==> src/rtl/tsl_pkg.sv <==
// package: token record type, codes and character class helpers for the lexer
`timescale 1ns / 1ps
package tsl_pkg;

  localparam int LINE_BITS_DEF   = 24;
  localparam int OFFSET_BITS_DEF = 32;
  localparam logic [5:0] MAX_IDENT_RST = 6'd20;
  localparam logic [15:0] LEN_MAX = 16'hFFFF;
  localparam int QDEPTH = 4;

  // token kinds
  localparam logic [3:0] K_KEYWORD = 4'd0;
  localparam logic [3:0] K_IDENT   = 4'd1;
  localparam logic [3:0] K_INT     = 4'd2;
  localparam logic [3:0] K_STRING  = 4'd3;
  localparam logic [3:0] K_OPER    = 4'd4;
  localparam logic [3:0] K_SEMI    = 4'd5;
  localparam logic [3:0] K_OPEN    = 4'd6;
  localparam logic [3:0] K_CLOSE   = 4'd7;
  localparam logic [3:0] K_END     = 4'd8;
  localparam logic [3:0] K_ERROR   = 4'd9;

  // operator codes
  localparam logic [2:0] OP_ASSIGN = 3'd0;
  localparam logic [2:0] OP_PLUS   = 3'd1;
  localparam logic [2:0] OP_PLUSEQ = 3'd2;
  localparam logic [2:0] OP_MINUS  = 3'd3;
  localparam logic [2:0] OP_MINEQ  = 3'd4;

  // error codes
  localparam logic [2:0] E_NONE     = 3'd0;
  localparam logic [2:0] E_COMMENT  = 3'd1;
  localparam logic [2:0] E_NONASCII = 3'd2;
  localparam logic [2:0] E_IDENT    = 3'd3;
  localparam logic [2:0] E_NUMBER   = 3'd4;
  localparam logic [2:0] E_STRING   = 3'd5;
  localparam logic [2:0] E_OPER     = 3'd6;
  localparam logic [2:0] E_UNKNOWN  = 3'd7;

  // scan modes
  localparam logic [2:0] M_IDLE    = 3'd0;
  localparam logic [2:0] M_COMMENT = 3'd1;
  localparam logic [2:0] M_IDENT   = 3'd2;
  localparam logic [2:0] M_NUMBER  = 3'd3;
  localparam logic [2:0] M_STRING  = 3'd4;
  localparam logic [2:0] M_COLON   = 3'd5;
  localparam logic [2:0] M_PLUS    = 3'd6;
  localparam logic [2:0] M_MINUS   = 3'd7;

  typedef struct packed {
    logic [3:0]  kind;
    logic [2:0]  kw;
    logic [2:0]  op;
    logic [2:0]  err;
    logic [7:0]  bad;
    logic [23:0] line;
    logic [31:0] off;
    logic [15:0] len;
    logic        last;
  } tok_t;

  localparam logic [7:0] KW_TEXT [6][8] = '{
    '{8'h6E, 8'h75, 8'h6D, 8'h62, 8'h65, 8'h72, 8'h00, 8'h00},
    '{8'h72, 8'h65, 8'h70, 8'h65, 8'h61, 8'h74, 8'h00, 8'h00},
    '{8'h74, 8'h69, 8'h6D, 8'h65, 8'h73, 8'h00, 8'h00, 8'h00},
    '{8'h77, 8'h72, 8'h69, 8'h74, 8'h65, 8'h00, 8'h00, 8'h00},
    '{8'h61, 8'h6E, 8'h64, 8'h00, 8'h00, 8'h00, 8'h00, 8'h00},
    '{8'h6E, 8'h65, 8'h77, 8'h6C, 8'h69, 8'h6E, 8'h65, 8'h00}
  };
  localparam logic [15:0] KW_LEN [6] = '{16'd6, 16'd6, 16'd5, 16'd5, 16'd3, 16'd7};

  function automatic logic is_digit(input logic [7:0] b);
    return (b >= 8'h30) && (b <= 8'h39);
  endfunction

  function automatic logic is_alpha(input logic [7:0] b);
    return ((b >= 8'h61) && (b <= 8'h7A)) || ((b >= 8'h41) && (b <= 8'h5A));
  endfunction

  function automatic logic is_space(input logic [7:0] b);
    return (b == 8'h20) || (b == 8'h09) || (b == 8'h0B) || (b == 8'h0C) || (b == 8'h0D);
  endfunction

  // parallel keyword mask update for the byte at position pos
  function automatic logic [5:0] kw_match(input logic [5:0] cand, input logic [15:0] pos,
                                          input logic [7:0] b);
    logic [5:0] c;
    c = cand;
    for (int i = 0; i < 6; i++) begin
      if ((pos >= KW_LEN[i]) || (KW_TEXT[i][pos[2:0]] != b)) c[i] = 1'b0;
    end
    return c;
  endfunction

endpackage

==> src/rtl/tsl_scan.sv <==
// front end: byte classifier and scanner state, up to two token records per byte
`timescale 1ns / 1ps
module tsl_scan #(
  parameter int LINE_BITS   = tsl_pkg::LINE_BITS_DEF,
  parameter int OFFSET_BITS = tsl_pkg::OFFSET_BITS_DEF
) (
  input  logic           clk,
  input  logic           rst_n,
  input  logic           cfg_we,
  input  logic [5:0]     cfg_data,
  input  logic           step,
  input  logic [7:0]     text_byte,
  input  logic           end_of_text,
  output logic [1:0]     push_cnt,
  output tsl_pkg::tok_t  rec0,
  output tsl_pkg::tok_t  rec1
);

  logic [5:0]             max_len_r;
  logic [2:0]             mode_r, mode_nxt;
  logic [5:0]             kwc_r, kwc_nxt;
  logic [15:0]            len_r, len_nxt;
  logic [OFFSET_BITS-1:0] soff_r, soff_nxt;
  logic [LINE_BITS-1:0]   sline_r, sline_nxt;
  logic [LINE_BITS-1:0]   line_r, line_nxt;
  logic [OFFSET_BITS-1:0] pos_r, pos_nxt;
  logic [1:0]             nfl_r, nfl_nxt;

  logic          pv, va, vb, used;
  tsl_pkg::tok_t prec, ra, rb;
  logic [2:0]    kw_sel;
  logic          kw_hit;

  function automatic tsl_pkg::tok_t mk(input logic [3:0] kind, input logic [2:0] kw,
                                       input logic [2:0] op, input logic [2:0] err,
                                       input logic [7:0] bad, input logic [LINE_BITS-1:0] ln,
                                       input logic [OFFSET_BITS-1:0] of,
                                       input logic [15:0] len);
    tsl_pkg::tok_t t;
    logic [LINE_BITS+23:0]   lx;
    logic [OFFSET_BITS+31:0] ox;
    lx = {24'd0, ln};
    ox = {32'd0, of};
    t.kind = kind;
    t.kw   = kw;
    t.op   = op;
    t.err  = err;
    t.bad  = bad;
    t.line = lx[23:0];
    t.off  = ox[31:0];
    t.len  = len;
    t.last = 1'b0;
    return t;
  endfunction

  // record for the token still open in the state
  always_comb begin
    pv     = 1'b1;
    kw_sel = 3'd0;
    kw_hit = 1'b0;
    for (int i = 0; i < 6; i++) begin
      if (kwc_r[i] && (tsl_pkg::KW_LEN[i] == len_r)) begin
        kw_sel = 3'(i);
        kw_hit = 1'b1;
      end
    end
    prec = mk(tsl_pkg::K_ERROR, 3'd0, 3'd0, tsl_pkg::E_COMMENT, 8'd0, sline_r, soff_r, len_r);
    case (mode_r)
      tsl_pkg::M_COMMENT: ;
      tsl_pkg::M_STRING:
        prec = mk(tsl_pkg::K_ERROR, 3'd0, 3'd0, tsl_pkg::E_STRING, 8'd0, sline_r, soff_r,
                  len_r);
      tsl_pkg::M_IDENT: begin
        if (len_r > {10'd0, max_len_r})
          prec = mk(tsl_pkg::K_ERROR, 3'd0, 3'd0, tsl_pkg::E_IDENT, 8'd0, sline_r, soff_r,
                    len_r);
        else if (kw_hit)
          prec = mk(tsl_pkg::K_KEYWORD, kw_sel, 3'd0, tsl_pkg::E_NONE, 8'd0, sline_r, soff_r,
                    len_r);
        else
          prec = mk(tsl_pkg::K_IDENT, 3'd0, 3'd0, tsl_pkg::E_NONE, 8'd0, sline_r, soff_r,
                    len_r);
      end
      tsl_pkg::M_NUMBER: begin
        if (nfl_r[1])
          prec = mk(tsl_pkg::K_ERROR, 3'd0, 3'd0, tsl_pkg::E_NUMBER, 8'd0, sline_r, soff_r,
                    len_r);
        else
          prec = mk(tsl_pkg::K_INT, 3'd0, 3'd0, tsl_pkg::E_NONE, 8'd0, sline_r, soff_r,
                    len_r);
      end
      tsl_pkg::M_COLON:
        prec = mk(tsl_pkg::K_ERROR, 3'd0, 3'd0, tsl_pkg::E_OPER, 8'd0, sline_r, soff_r, 16'd1);
      tsl_pkg::M_PLUS:
        prec = mk(tsl_pkg::K_OPER, 3'd0, tsl_pkg::OP_PLUS, tsl_pkg::E_NONE, 8'd0, sline_r,
                  soff_r, 16'd1);
      tsl_pkg::M_MINUS:
        prec = mk(tsl_pkg::K_OPER, 3'd0, tsl_pkg::OP_MINUS, tsl_pkg::E_NONE, 8'd0, sline_r,
                  soff_r, 16'd1);
      default: pv = 1'b0;
    endcase
  end

  always_comb begin
    mode_nxt  = mode_r;
    kwc_nxt   = kwc_r;
    len_nxt   = len_r;
    soff_nxt  = soff_r;
    sline_nxt = sline_r;
    line_nxt  = line_r;
    pos_nxt   = pos_r;
    nfl_nxt   = nfl_r;
    va   = 1'b0;
    vb   = 1'b0;
    ra   = prec;
    rb   = prec;
    used = 1'b1;
    if (end_of_text) begin
      va       = pv;
      vb       = 1'b1;
      rb       = mk(tsl_pkg::K_END, 3'd0, 3'd0, tsl_pkg::E_NONE, 8'd0, line_r, pos_r, 16'd0);
      mode_nxt = tsl_pkg::M_IDLE;
    end else begin
      case (mode_r)
        tsl_pkg::M_COMMENT: begin
          if (text_byte == 8'h2A) mode_nxt = tsl_pkg::M_IDLE;
          else begin
            if (text_byte == 8'h0A && line_r != '1) line_nxt = line_r + 1'b1;
            if (len_r != tsl_pkg::LEN_MAX) len_nxt = len_r + 16'd1;
          end
        end
        tsl_pkg::M_STRING: begin
          if (text_byte == 8'h22) begin
            vb       = 1'b1;
            rb       = mk(tsl_pkg::K_STRING, 3'd0, 3'd0, tsl_pkg::E_NONE, 8'd0, sline_r,
                          soff_r, len_r);
            mode_nxt = tsl_pkg::M_IDLE;
          end else begin
            if (text_byte == 8'h0A && line_r != '1) line_nxt = line_r + 1'b1;
            if (!text_byte[7] && len_r != tsl_pkg::LEN_MAX) len_nxt = len_r + 16'd1;
          end
        end
        tsl_pkg::M_IDENT: begin
          if (tsl_pkg::is_alpha(text_byte) || tsl_pkg::is_digit(text_byte) ||
              text_byte == 8'h5F) begin
            kwc_nxt = tsl_pkg::kw_match(kwc_r, len_r, text_byte);
            if (len_r != tsl_pkg::LEN_MAX) len_nxt = len_r + 16'd1;
          end else used = 1'b0;
        end
        tsl_pkg::M_NUMBER: begin
          if (tsl_pkg::is_digit(text_byte)) begin
            if (nfl_r[0]) nfl_nxt = 2'b11;
            if (len_r != tsl_pkg::LEN_MAX) len_nxt = len_r + 16'd1;
          end else used = 1'b0;
        end
        tsl_pkg::M_COLON, tsl_pkg::M_PLUS: begin
          if (text_byte == 8'h3D) begin
            vb       = 1'b1;
            rb       = mk(tsl_pkg::K_OPER, 3'd0,
                          (mode_r == tsl_pkg::M_PLUS) ? tsl_pkg::OP_PLUSEQ : tsl_pkg::OP_ASSIGN,
                          tsl_pkg::E_NONE, 8'd0, sline_r, soff_r, 16'd2);
            mode_nxt = tsl_pkg::M_IDLE;
          end else used = 1'b0;
        end
        tsl_pkg::M_MINUS: begin
          if (text_byte == 8'h3D) begin
            vb       = 1'b1;
            rb       = mk(tsl_pkg::K_OPER, 3'd0, tsl_pkg::OP_MINEQ, tsl_pkg::E_NONE, 8'd0,
                          sline_r, soff_r, 16'd2);
            mode_nxt = tsl_pkg::M_IDLE;
          end else if (tsl_pkg::is_digit(text_byte)) begin
            mode_nxt = tsl_pkg::M_NUMBER;
            len_nxt  = 16'd2;
            nfl_nxt  = {1'b0, text_byte == 8'h30};
          end else used = 1'b0;
        end
        default: used = 1'b0;
      endcase
      if (!used) begin
        // close the pending token, then scan this byte from idle
        va       = pv;
        ra       = prec;
        mode_nxt = tsl_pkg::M_IDLE;
        rb       = mk(tsl_pkg::K_ERROR, 3'd0, 3'd0, tsl_pkg::E_UNKNOWN, text_byte, line_r,
                      pos_r, 16'd1);
        if (text_byte == 8'h0A) begin
          if (line_r != '1) line_nxt = line_r + 1'b1;
        end else if (tsl_pkg::is_space(text_byte)) begin
          vb = 1'b0;
        end else if (text_byte[7]) begin
          vb     = 1'b1;
          rb.err = tsl_pkg::E_NONASCII;
        end else begin
          soff_nxt  = pos_r;
          sline_nxt = line_r;
          len_nxt   = 16'd1;
          if (text_byte == 8'h2A) mode_nxt = tsl_pkg::M_COMMENT;
          else if (tsl_pkg::is_alpha(text_byte)) begin
            mode_nxt = tsl_pkg::M_IDENT;
            kwc_nxt  = tsl_pkg::kw_match(6'h3F, 16'd0, text_byte);
          end else if (tsl_pkg::is_digit(text_byte)) begin
            mode_nxt = tsl_pkg::M_NUMBER;
            nfl_nxt  = {1'b0, text_byte == 8'h30};
          end else begin
            case (text_byte)
              8'h22: begin
                mode_nxt = tsl_pkg::M_STRING;
                len_nxt  = 16'd0;
              end
              8'h3A: mode_nxt = tsl_pkg::M_COLON;
              8'h2B: mode_nxt = tsl_pkg::M_PLUS;
              8'h2D: mode_nxt = tsl_pkg::M_MINUS;
              8'h3B: begin
                vb = 1'b1;
                rb = mk(tsl_pkg::K_SEMI, 3'd0, 3'd0, tsl_pkg::E_NONE, 8'd0, line_r, pos_r,
                        16'd1);
              end
              8'h7B: begin
                vb = 1'b1;
                rb = mk(tsl_pkg::K_OPEN, 3'd0, 3'd0, tsl_pkg::E_NONE, 8'd0, line_r, pos_r,
                        16'd1);
              end
              8'h7D: begin
                vb = 1'b1;
                rb = mk(tsl_pkg::K_CLOSE, 3'd0, 3'd0, tsl_pkg::E_NONE, 8'd0, line_r, pos_r,
                        16'd1);
              end
              default: vb = 1'b1;
            endcase
          end
        end
      end
      if (pos_r != '1) pos_nxt = pos_r + 1'b1;
    end
  end

  // pack the one or two records, marking the final one
  always_comb begin
    rec0     = va ? ra : rb;
    rec1     = rb;
    push_cnt = {1'b0, va} + {1'b0, vb};
    if (va && vb) rec1.last = 1'b1;
    else rec0.last = 1'b1;
  end

  always_ff @(posedge clk) begin
    if (!rst_n) begin
      max_len_r <= tsl_pkg::MAX_IDENT_RST;
      mode_r    <= tsl_pkg::M_IDLE;
      kwc_r     <= 6'h3F;
      len_r     <= 16'd0;
      soff_r    <= '0;
      sline_r   <= LINE_BITS'(1);
      line_r    <= LINE_BITS'(1);
      pos_r     <= '0;
      nfl_r     <= 2'b00;
    end else begin
      if (cfg_we) max_len_r <= cfg_data;
      if (step) begin
        mode_r  <= mode_nxt;
        kwc_r   <= kwc_nxt;
        len_r   <= len_nxt;
        soff_r  <= soff_nxt;
        sline_r <= sline_nxt;
        line_r  <= line_nxt;
        pos_r   <= pos_nxt;
        nfl_r   <= nfl_nxt;
      end
    end
  end

endmodule

==> src/rtl/tsl_queue.sv <==
// back end: token queue taking up to two records a cycle, draining one per transfer
`timescale 1ns / 1ps
module tsl_queue (
  input  logic           clk,
  input  logic           rst_n,
  input  logic [1:0]     push_cnt,
  input  tsl_pkg::tok_t  rec0,
  input  tsl_pkg::tok_t  rec1,
  output logic           has_room,
  output logic           out_valid,
  input  logic           out_ready,
  output tsl_pkg::tok_t  head
);

  localparam int AW = $clog2(tsl_pkg::QDEPTH);

  tsl_pkg::tok_t mem_r [tsl_pkg::QDEPTH];
  logic [AW-1:0] wr_r, rd_r;
  logic [AW:0]   cnt_r, cnt_nxt;
  logic          pop;

  assign out_valid = (cnt_r != '0);
  assign head      = mem_r[rd_r];
  assign pop       = out_valid && out_ready;
  assign has_room  = (cnt_r <= (AW + 1)'(tsl_pkg::QDEPTH - 2));
  assign cnt_nxt   = cnt_r + (AW + 1)'(push_cnt) - (AW + 1)'(pop);

  always_ff @(posedge clk) begin
    if (push_cnt != 2'd0) mem_r[wr_r] <= rec0;
    if (push_cnt == 2'd2) mem_r[wr_r + 1'b1] <= rec1;
  end

  always_ff @(posedge clk) begin
    if (!rst_n) begin
      wr_r  <= '0;
      rd_r  <= '0;
      cnt_r <= '0;
    end else begin
      wr_r  <= wr_r + AW'(push_cnt);
      if (pop) rd_r <= rd_r + 1'b1;
      cnt_r <= cnt_nxt;
    end
  end

endmodule

==> src/rtl/token_stream_lexer_top.sv <==
// top level: byte lexer, scanner front end feeding a token queue
//
//  channel  direction  payload
//  in_      in         text_byte, end_of_text
//  out_     out        token fields, last
//  cfg_     in         max identifier length (6 bits)
//
// one byte is scanned per cycle while in_ready is high; a byte yields zero, one or two tokens
// the queue drains one token per cycle while out_ready is high; the input stalls only while
// fewer than two queue slots are free (two-token bytes back to back, or a stalled output)
// a byte's tokens enter the queue registers at its transfer, behind any tokens already queued
// reset is synchronous and active low; the scanner returns to idle, line 1, offset 0
`timescale 1ns / 1ps
module token_stream_lexer_top #(
  parameter int LINE_BITS   = tsl_pkg::LINE_BITS_DEF,
  parameter int OFFSET_BITS = tsl_pkg::OFFSET_BITS_DEF
) (
  input  logic        clk,
  input  logic        rst_n,
  input  logic        cfg_valid,
  output logic        cfg_ready,
  input  logic [5:0]  cfg_data,
  input  logic        in_valid,
  output logic        in_ready,
  input  logic [7:0]  in_text_byte,
  input  logic        in_end_of_text,
  output logic        out_valid,
  input  logic        out_ready,
  output logic [3:0]  out_token_kind,
  output logic [2:0]  out_keyword_index,
  output logic [2:0]  out_operator_code,
  output logic [2:0]  out_error_code,
  output logic [7:0]  out_bad_byte,
  output logic [23:0] out_start_line,
  output logic [31:0] out_start_offset,
  output logic [15:0] out_lexeme_length,
  output logic        out_last
);

  logic [1:0]    scan_cnt, push_cnt;
  tsl_pkg::tok_t rec0, rec1, head;
  logic          step;

  assign cfg_ready = 1'b1;
  assign step      = in_valid && in_ready;
  assign push_cnt  = step ? scan_cnt : 2'd0;

  tsl_scan #(.LINE_BITS(LINE_BITS), .OFFSET_BITS(OFFSET_BITS)) u_scan (
    .clk        (clk),
    .rst_n      (rst_n),
    .cfg_we     (cfg_valid),
    .cfg_data   (cfg_data),
    .step       (step),
    .text_byte  (in_text_byte),
    .end_of_text(in_end_of_text),
    .push_cnt   (scan_cnt),
    .rec0       (rec0),
    .rec1       (rec1)
  );

  tsl_queue u_queue (
    .clk      (clk),
    .rst_n    (rst_n),
    .push_cnt (push_cnt),
    .rec0     (rec0),
    .rec1     (rec1),
    .has_room (in_ready),
    .out_valid(out_valid),
    .out_ready(out_ready),
    .head     (head)
  );

  assign out_token_kind    = head.kind;
  assign out_keyword_index = head.kw;
  assign out_operator_code = head.op;
  assign out_error_code    = head.err;
  assign out_bad_byte      = head.bad;
  assign out_start_line    = head.line;
  assign out_start_offset  = head.off;
  assign out_lexeme_length = head.len;
  assign out_last          = head.last;

endmodule

==> config.mk <==
export PLATFORM = sky130hd
export DESIGN_NAME = token_stream_lexer_top
export DESIGN_NICKNAME = d
export VERILOG_FILES = /design/src/rtl/tsl_pkg.sv /design/src/rtl/tsl_scan.sv /design/src/rtl/tsl_queue.sv /design/src/rtl/token_stream_lexer_top.sv
export SDC_FILE = /design/constraint.sdc
export NUM_CORES = 1
export LEC_CHECK = 0
export BUFFER_PORTS_ARGS = -buffer_cell sky130_fd_sc_hd__buf_2
export CORE_UTILIZATION = 40
export CTS_BUF_LIST = sky130_fd_sc_hd__clkbuf_4
export DETAILED_ROUTE_END_ITERATION = 16
export PLACE_DENSITY = 0.61
export SLEW_MARGIN = 20
export SYNTH_ARGS = -nofsm -noshare
export SYNTH_HDL_FRONTEND = slang
export SYNTH_SLANG_ARGS = --single-unit
==> constraint.sdc <==
create_clock -name clk -period 8.3 [get_ports clk]
set_input_delay 0.415 -clock clk [delete_from_list [all_inputs] [get_ports clk]]
set_output_delay 0.415 -clock clk [all_outputs]
set_load 0.005 [all_outputs]
======== Word-level counts from Yosys, hierarchy flattened ========
Memories as Yosys holds them, arrays and structs flattened. A register that Yosys moved wholly into a read port is not among the register bits.
Cells that the tools add are included.
word-level totals
  bits in registers ....................... 152
  latch bits .............................. 0
  bits in writable memories ............... 376
  ROM bits ................................ 384
  output and inout port bits .............. 97
  logic and storage cells ................. 277
  memories ................................ 7
memories
  name             words  bits a word  read ports  clocked after Yosys merged registers in  wr ports  RTL line         RTL
  u_queue.mem_r    4      94           1           1                                        2         tsl_queue.sv:17  tsl_pkg::tok_t mem_r [tsl_pkg::QDEPTH];
  (no name shown)  8      8            1           0                                        0         tsl_pkg.sv:90    if ((pos >= KW_LEN[i]) || (KW_TEXT[i][pos[2:0]] != b)) c[i] = 1'b0;
  (no name shown)  8      8            1           0                                        0         tsl_pkg.sv:90
  (no name shown)  8      8            1           0                                        0         tsl_pkg.sv:90
  (no name shown)  8      8            1           0                                        0         tsl_pkg.sv:90
  (no name shown)  8      8            1           0                                        0         tsl_pkg.sv:90
  1 more memories  -      -            -           -                                        -         -
operators by class
  add/sub/neg operators ................... 9
  $mul .................................... 0
  divide/modulo/power cells ............... 0
  order comparisons ....................... 13
  eq/ne operators ......................... 48
  shift operators ......................... 0
  muxes and demuxes ....................... 143
  bitwise gates (word level) .............. 6
  reduce and logical (&&, ||, !) cells .... 39
operators by type and width
  operator                                               number
  2-to-1 mux 94 bit                                      13
  one-hot mux 94 bit (3 select lines)                    2
  one-hot mux 94 bit (6 select lines)                    1
  2-to-1 mux 16 bit                                      15
  2-to-1 mux 24 bit                                      6
  2-to-1 mux 8 bit                                       12
  2-to-1 mux 91 bit                                      1
  2-to-1 mux 81 bit                                      1
  one-hot mux 16 bit (5 select lines)                    1
  equality test 8 x 6 -> 1 bit (second input constant)   9
  2-to-1 mux 3 bit                                       18
  equality test 3 x 16 -> 1 bit (first input constant)   3
  >= comparator 16 x 3 -> 1 bit (second input constant)  3
  2-to-1 mux 6 bit                                       8
  inequality test 8 bit                                  6
  one-hot mux 24 bit (2 select lines)                    1
  2-to-1 mux 1 bit                                       43
  equality test 8 x 4 -> 1 bit (second input constant)   5
  inequality test 7 x 8 -> 1 bit (first input constant)  5
  adder 32 x 1 -> 32 bit (second input constant)         1
  inequality test 32 bit (second input constant)         1
  2-to-1 mux 2 bit                                       15
  adder 24 x 1 -> 24 bit (second input constant)         1
  equality test 8 x 7 -> 1 bit (second input constant)   3
  other kinds (43)                                       84

======== Logic depth before layout (Yosys ltp) ========
  depth in word-level cells ............... 17
  mapped depth ............................ 21

======== Cells and area by module ========
A second synthesis with hierarchy kept.
unflattened totals
  cells, all modules ...................... 2295
  area total of the unflattened synthesis .. 29266.8 um^2
by module, submodules not included
  module                  times used  cells each  area each (um^2)  sequential area each (um^2)
  tsl_queue               1           959         18795.5           11471.0
  tsl_scan                1           1331        10441.3           2902.8
  token_stream_lexer_top  1           5           30.0              0.0

======== Least setup slack after synthesis ========
No wires, ideal clock.
  kind .................................... in2reg
  start point ............................. input in_text_byte[5]
  end point ............................... memory u_queue.mem_r[0][0] (netlist name) (enable)
  arrival time ............................ 7.524 ns
  data required time ...................... 7.722 ns
  path slack .............................. 0.199 ns
  stages on the path ...................... 12
  path buffers ............................ 3
  cells stage by stage .................... clkbuf_1 > nand2b_1 > nor4_1 > o31ai_4 > a21oi_4 > clkbuf_1 > clkbuf_1 > nor2_1 > ha_1 > and3b_1 > o21ai_0 > a21oi_1
RTL lines
  item                RTL line                      RTL
  start: declaration  token_stream_lexer_top.sv:25  input logic [7:0] in_text_byte,
  end: declaration    tsl_queue.sv:17

==> out/qor.txt <==
CP Capture Point -> u_queue.mem_r[0][24]
Synth-to-layout area growth -> 13.10%
Slowest-stage cell, CP -> dfxtp_1
Fin. Hold Viols -> 0
Data arrival time of the worst path -> 7.15 ns
Chip height -> 258.5 µm
Maximum VDD drop -> 0.0001087 V
Register Area -> 0.01438 mm²
Final Power -> 7002 µW
DRC violations left -> 0
Worst hold path type -> in -> reg
Cell variety after synth -> 88
Grt ovf -> 0
Clock Sinks -> 530
Antenna violations before repair -> 1
Yosys warns -> 0
First DRT Iteration DRCs -> 1450
Most common cell after layout, fill and taps aside -> edfxtp_1
CP required -> 8.99 ns
Initial core utilization -> 0.4068
Slew Limit Headroom -> 0.2420
CP Max Fanout -> 53
FF+latch count, synth -> 530
Post-synth EDFFs -> 376
Leakage Power -> 0.01046 µW
Drt pass-1 iters -> 5
Fillers -> 6044
Cell count after synthesis -> 2217
Worst Tran Pin Value -> 1.127 ns
Share of post-route cells with drive strength above 1 -> 0.2173
Asr flop ratio synth -> 0
Num CTS Buffers -> 138
Vias in the first global route -> 19230
Worst-Skew Late Latency -> 0.97 ns
First-pass GRT wire length -> 113300 µm
Ys flop type -> edfxtp_1
Area of the multi-input gates -> 0.01117 mm²
CTS tree -> done
Worst setup EP type -> register
Period utilization -> 0.7780
CP Cell Sequence -> or2_2, o21ai_0, a221oi_2, nand2_2, nor2_1, o21ai_0, nand3_1, ha_1, nand2b_1, nor3_1, and3_1, nor3_2, buf_4, nor2_4, buf_4, mux2_2
Post-synth net total -> 2259
GRT Overall Usage -> 0.2230
Fmax -> 154.9 MHz
RSZ-0062 raised after global routing -> no
HP Start -> in_text_byte[3]
Post-Route WL -> 73760 µm
Die width -> 258.5 µm
Mean area per synthesized cell -> 11.87 µm²
Ports -> 117
Startpoint types -> register
Reg-to-reg setup timing slack -> 1.84 ns
Final setup vio count -> 0
Root buffer cell -> clkbuf_4
Max_cap viols -> 0
Outcome -> finished clean
Longest Clk Path Bufs -> 3
Max incr delay on CP -> 0.91 ns
Avg Vias per Cell -> 5.669
Row cnt -> 93
GPL Wtd Cong -> 0.9232
Post-CTS setup buffer count -> 0
Most frequent cells in the layout -> edfxtp_1 (376), nor2_1 (236), nand2_1 (228)
Buffers added on ports -> 115
Setup TNS -> 0 ns
Sequential area share after synthesis -> 0.5461
Clk_skew -> 0.05444 ns
R2R Path Start -> u_scan.mode_r[0]
Final Critical Period -> 6.457 ns
Setup CP Type -> reg -> reg
Cell Area, Synth -> 0.02632 mm²
Largest net degree at the start of global routing -> 124
Antenna Nets Post-Route -> 0
Die area -> 0.06683 mm²
CP Launch Point -> u_scan.mode_r[0]
Final core occ -> 0.4601
Final Max Slew Viols -> 0
RR Endpoint -> u_queue.mem_r[0][24]
Core area -> 0.06470 mm²
Clk pin slew, worst setup/hold paths -> 0.07 ns
Power Dens Cells -> 235.2 mW/mm²
Post-DP HPWL -> 44790 µm
Vias -> 18860
R2r worst-path depth -> 16
CTS H-tree depth -> 4
DR WL/cell -> 22.17 µm
Final nets -> 2397
power by group:
group	total [µW]	switching (µW)	internal [µW]
Sequential	3210	134	3080
Combinational	1410	783	623
Clock	2380	1090	1300
Total	7000	2000	5000
logic make-up (layout without fill, tap and decap cells):
kind of cell	Yosys count	in the layout	share of synthesized area
multiplexers	334	334	0.1820
flip-flops	530	530	0.5461
other	1	2	0.0001425
AO/OA/AOI/OAI	332	332	0.07882
XOR/XNOR	68	68	0.02263
adder cells (fa/ha/maj)	22	22	0.01074
buffers and inverters	206	460	0.03242
AND/OR/NAND/NOR	724	724	0.1271
worst min-delay path by stage:
stage	to	slack, ns	depth (start not counted)
6_report	u_queue.mem_r[1][76]	0.14	3
5_1_grt	u_queue.mem_r[2][80]	0.10	3
4_1_cts	u_queue.mem_r[1][76]	0.006	3
3_5_place_dp	u_scan.kwc_r[0]	0.45	1
3_3_place_gp	u_scan.kwc_r[0]	0.44	1
2_1_floorplan	u_scan.kwc_r[0]	0.42	1
registers in the layout, indices dropped and copies added (netlist names), 6 cells and up, named ones only:
signal / count
u_queue.mem_r: 376
u_scan.kwc_r: 6
u_scan.len_r: 16
u_scan.line_r: 24
u_scan.max_len_r: 6
u_scan.pos_r: 32
u_scan.sline_r: 24
u_scan.soff_r: 32
per-stage QoR:
| step | setup slack [ns] | area (µm²) | cells | hold slack [ns] |
|---|---|---|---|---|
| after floorplan | 0.1986 | 26320 | 2217 | 0.4207 |
| after CTS | 1.895 | 29770 | 3326 | 0.006408 |
| after global placement | 1.809 | 27640 | 3046 | 0.4444 |
| final | 1.843 | 29770 | 3327 | 0.1364 |
| after detailed placement | 1.732 | 27640 | 3046 | 0.4487 |
| after global routing | 1.458 | 29770 | 3327 | 0.1011 |
per-layer routing:
metal	global-route usage	vias to the layer above	share of wire
met5	0	-	0
met4	0.08810	0	0.028
met3	0.04754	154	0.058
met2	0.3681	670	0.49
met1	0.2856	9407	0.43
li1	-	8631	-
cells in the mapped netlist (all sizes together) (5+ instances only):
cell,number,share of area
a31oi,12,0.0029
or3,12,0.0029
o22ai,15,0.0036
mux2,217,0.093
mux4,94,0.080
o21ai,79,0.015
and2,21,0.0050
inv,33,0.0047
o211ai,9,0.0026
a21o,6,0.0017
and3,17,0.0040
xor2,34,0.011
and4,8,0.0027
nand2b,16,0.0038
mux2i,23,0.0087
dfxtp,154,0.12
nor3b,6,0.0017
nor2b,9,0.0021
nand2,229,0.033
or2,5,0.0012
o221ai,5,0.0017
o31ai,6,0.0024
nand3,54,0.010
xnor2,34,0.011
buf,56,0.011
a21oi,129,0.025
nor2,240,0.034
or4,5,0.0016
ha,21,0.010
a22oi,5,0.0014
o31a,11,0.0037
nand4,28,0.0067
nor3,49,0.011
edfxtp,376,0.43
clkbuf,116,0.017
a211oi,8,0.0023
nor4,11,0.0026
cell type report:
type / instances / share of cell area
multi-input combinational: 1481 / 0.3753
sequential: 530 / 0.4831
clock buffer: 226 / 0.05699
clock inverter: 30 / 0.006347
tap: 855 / 0.03594
timing repair buffer: 170 / 0.03774
antenna: 1 / 0.00008406
inverter: 34 / 0.004455
critical path, delay by kind of cell, from the launching register on:
family,cells,cell delay (ns)
and+or+nand+nor,9,2.48
buffers and inverters,2,1.06
AOI/OAI and AO/OA,3,0.97
DFF,1,0.91
muxes,1,0.41
adders and majority gates,1,0.33
repair_timing:
action | in CTS | in global routing
hold buffers | 24 | 0
resized for setup | 0 | 0
hold endpoints to repair | 40 | 0
Power figures use the tool's default switching activity.
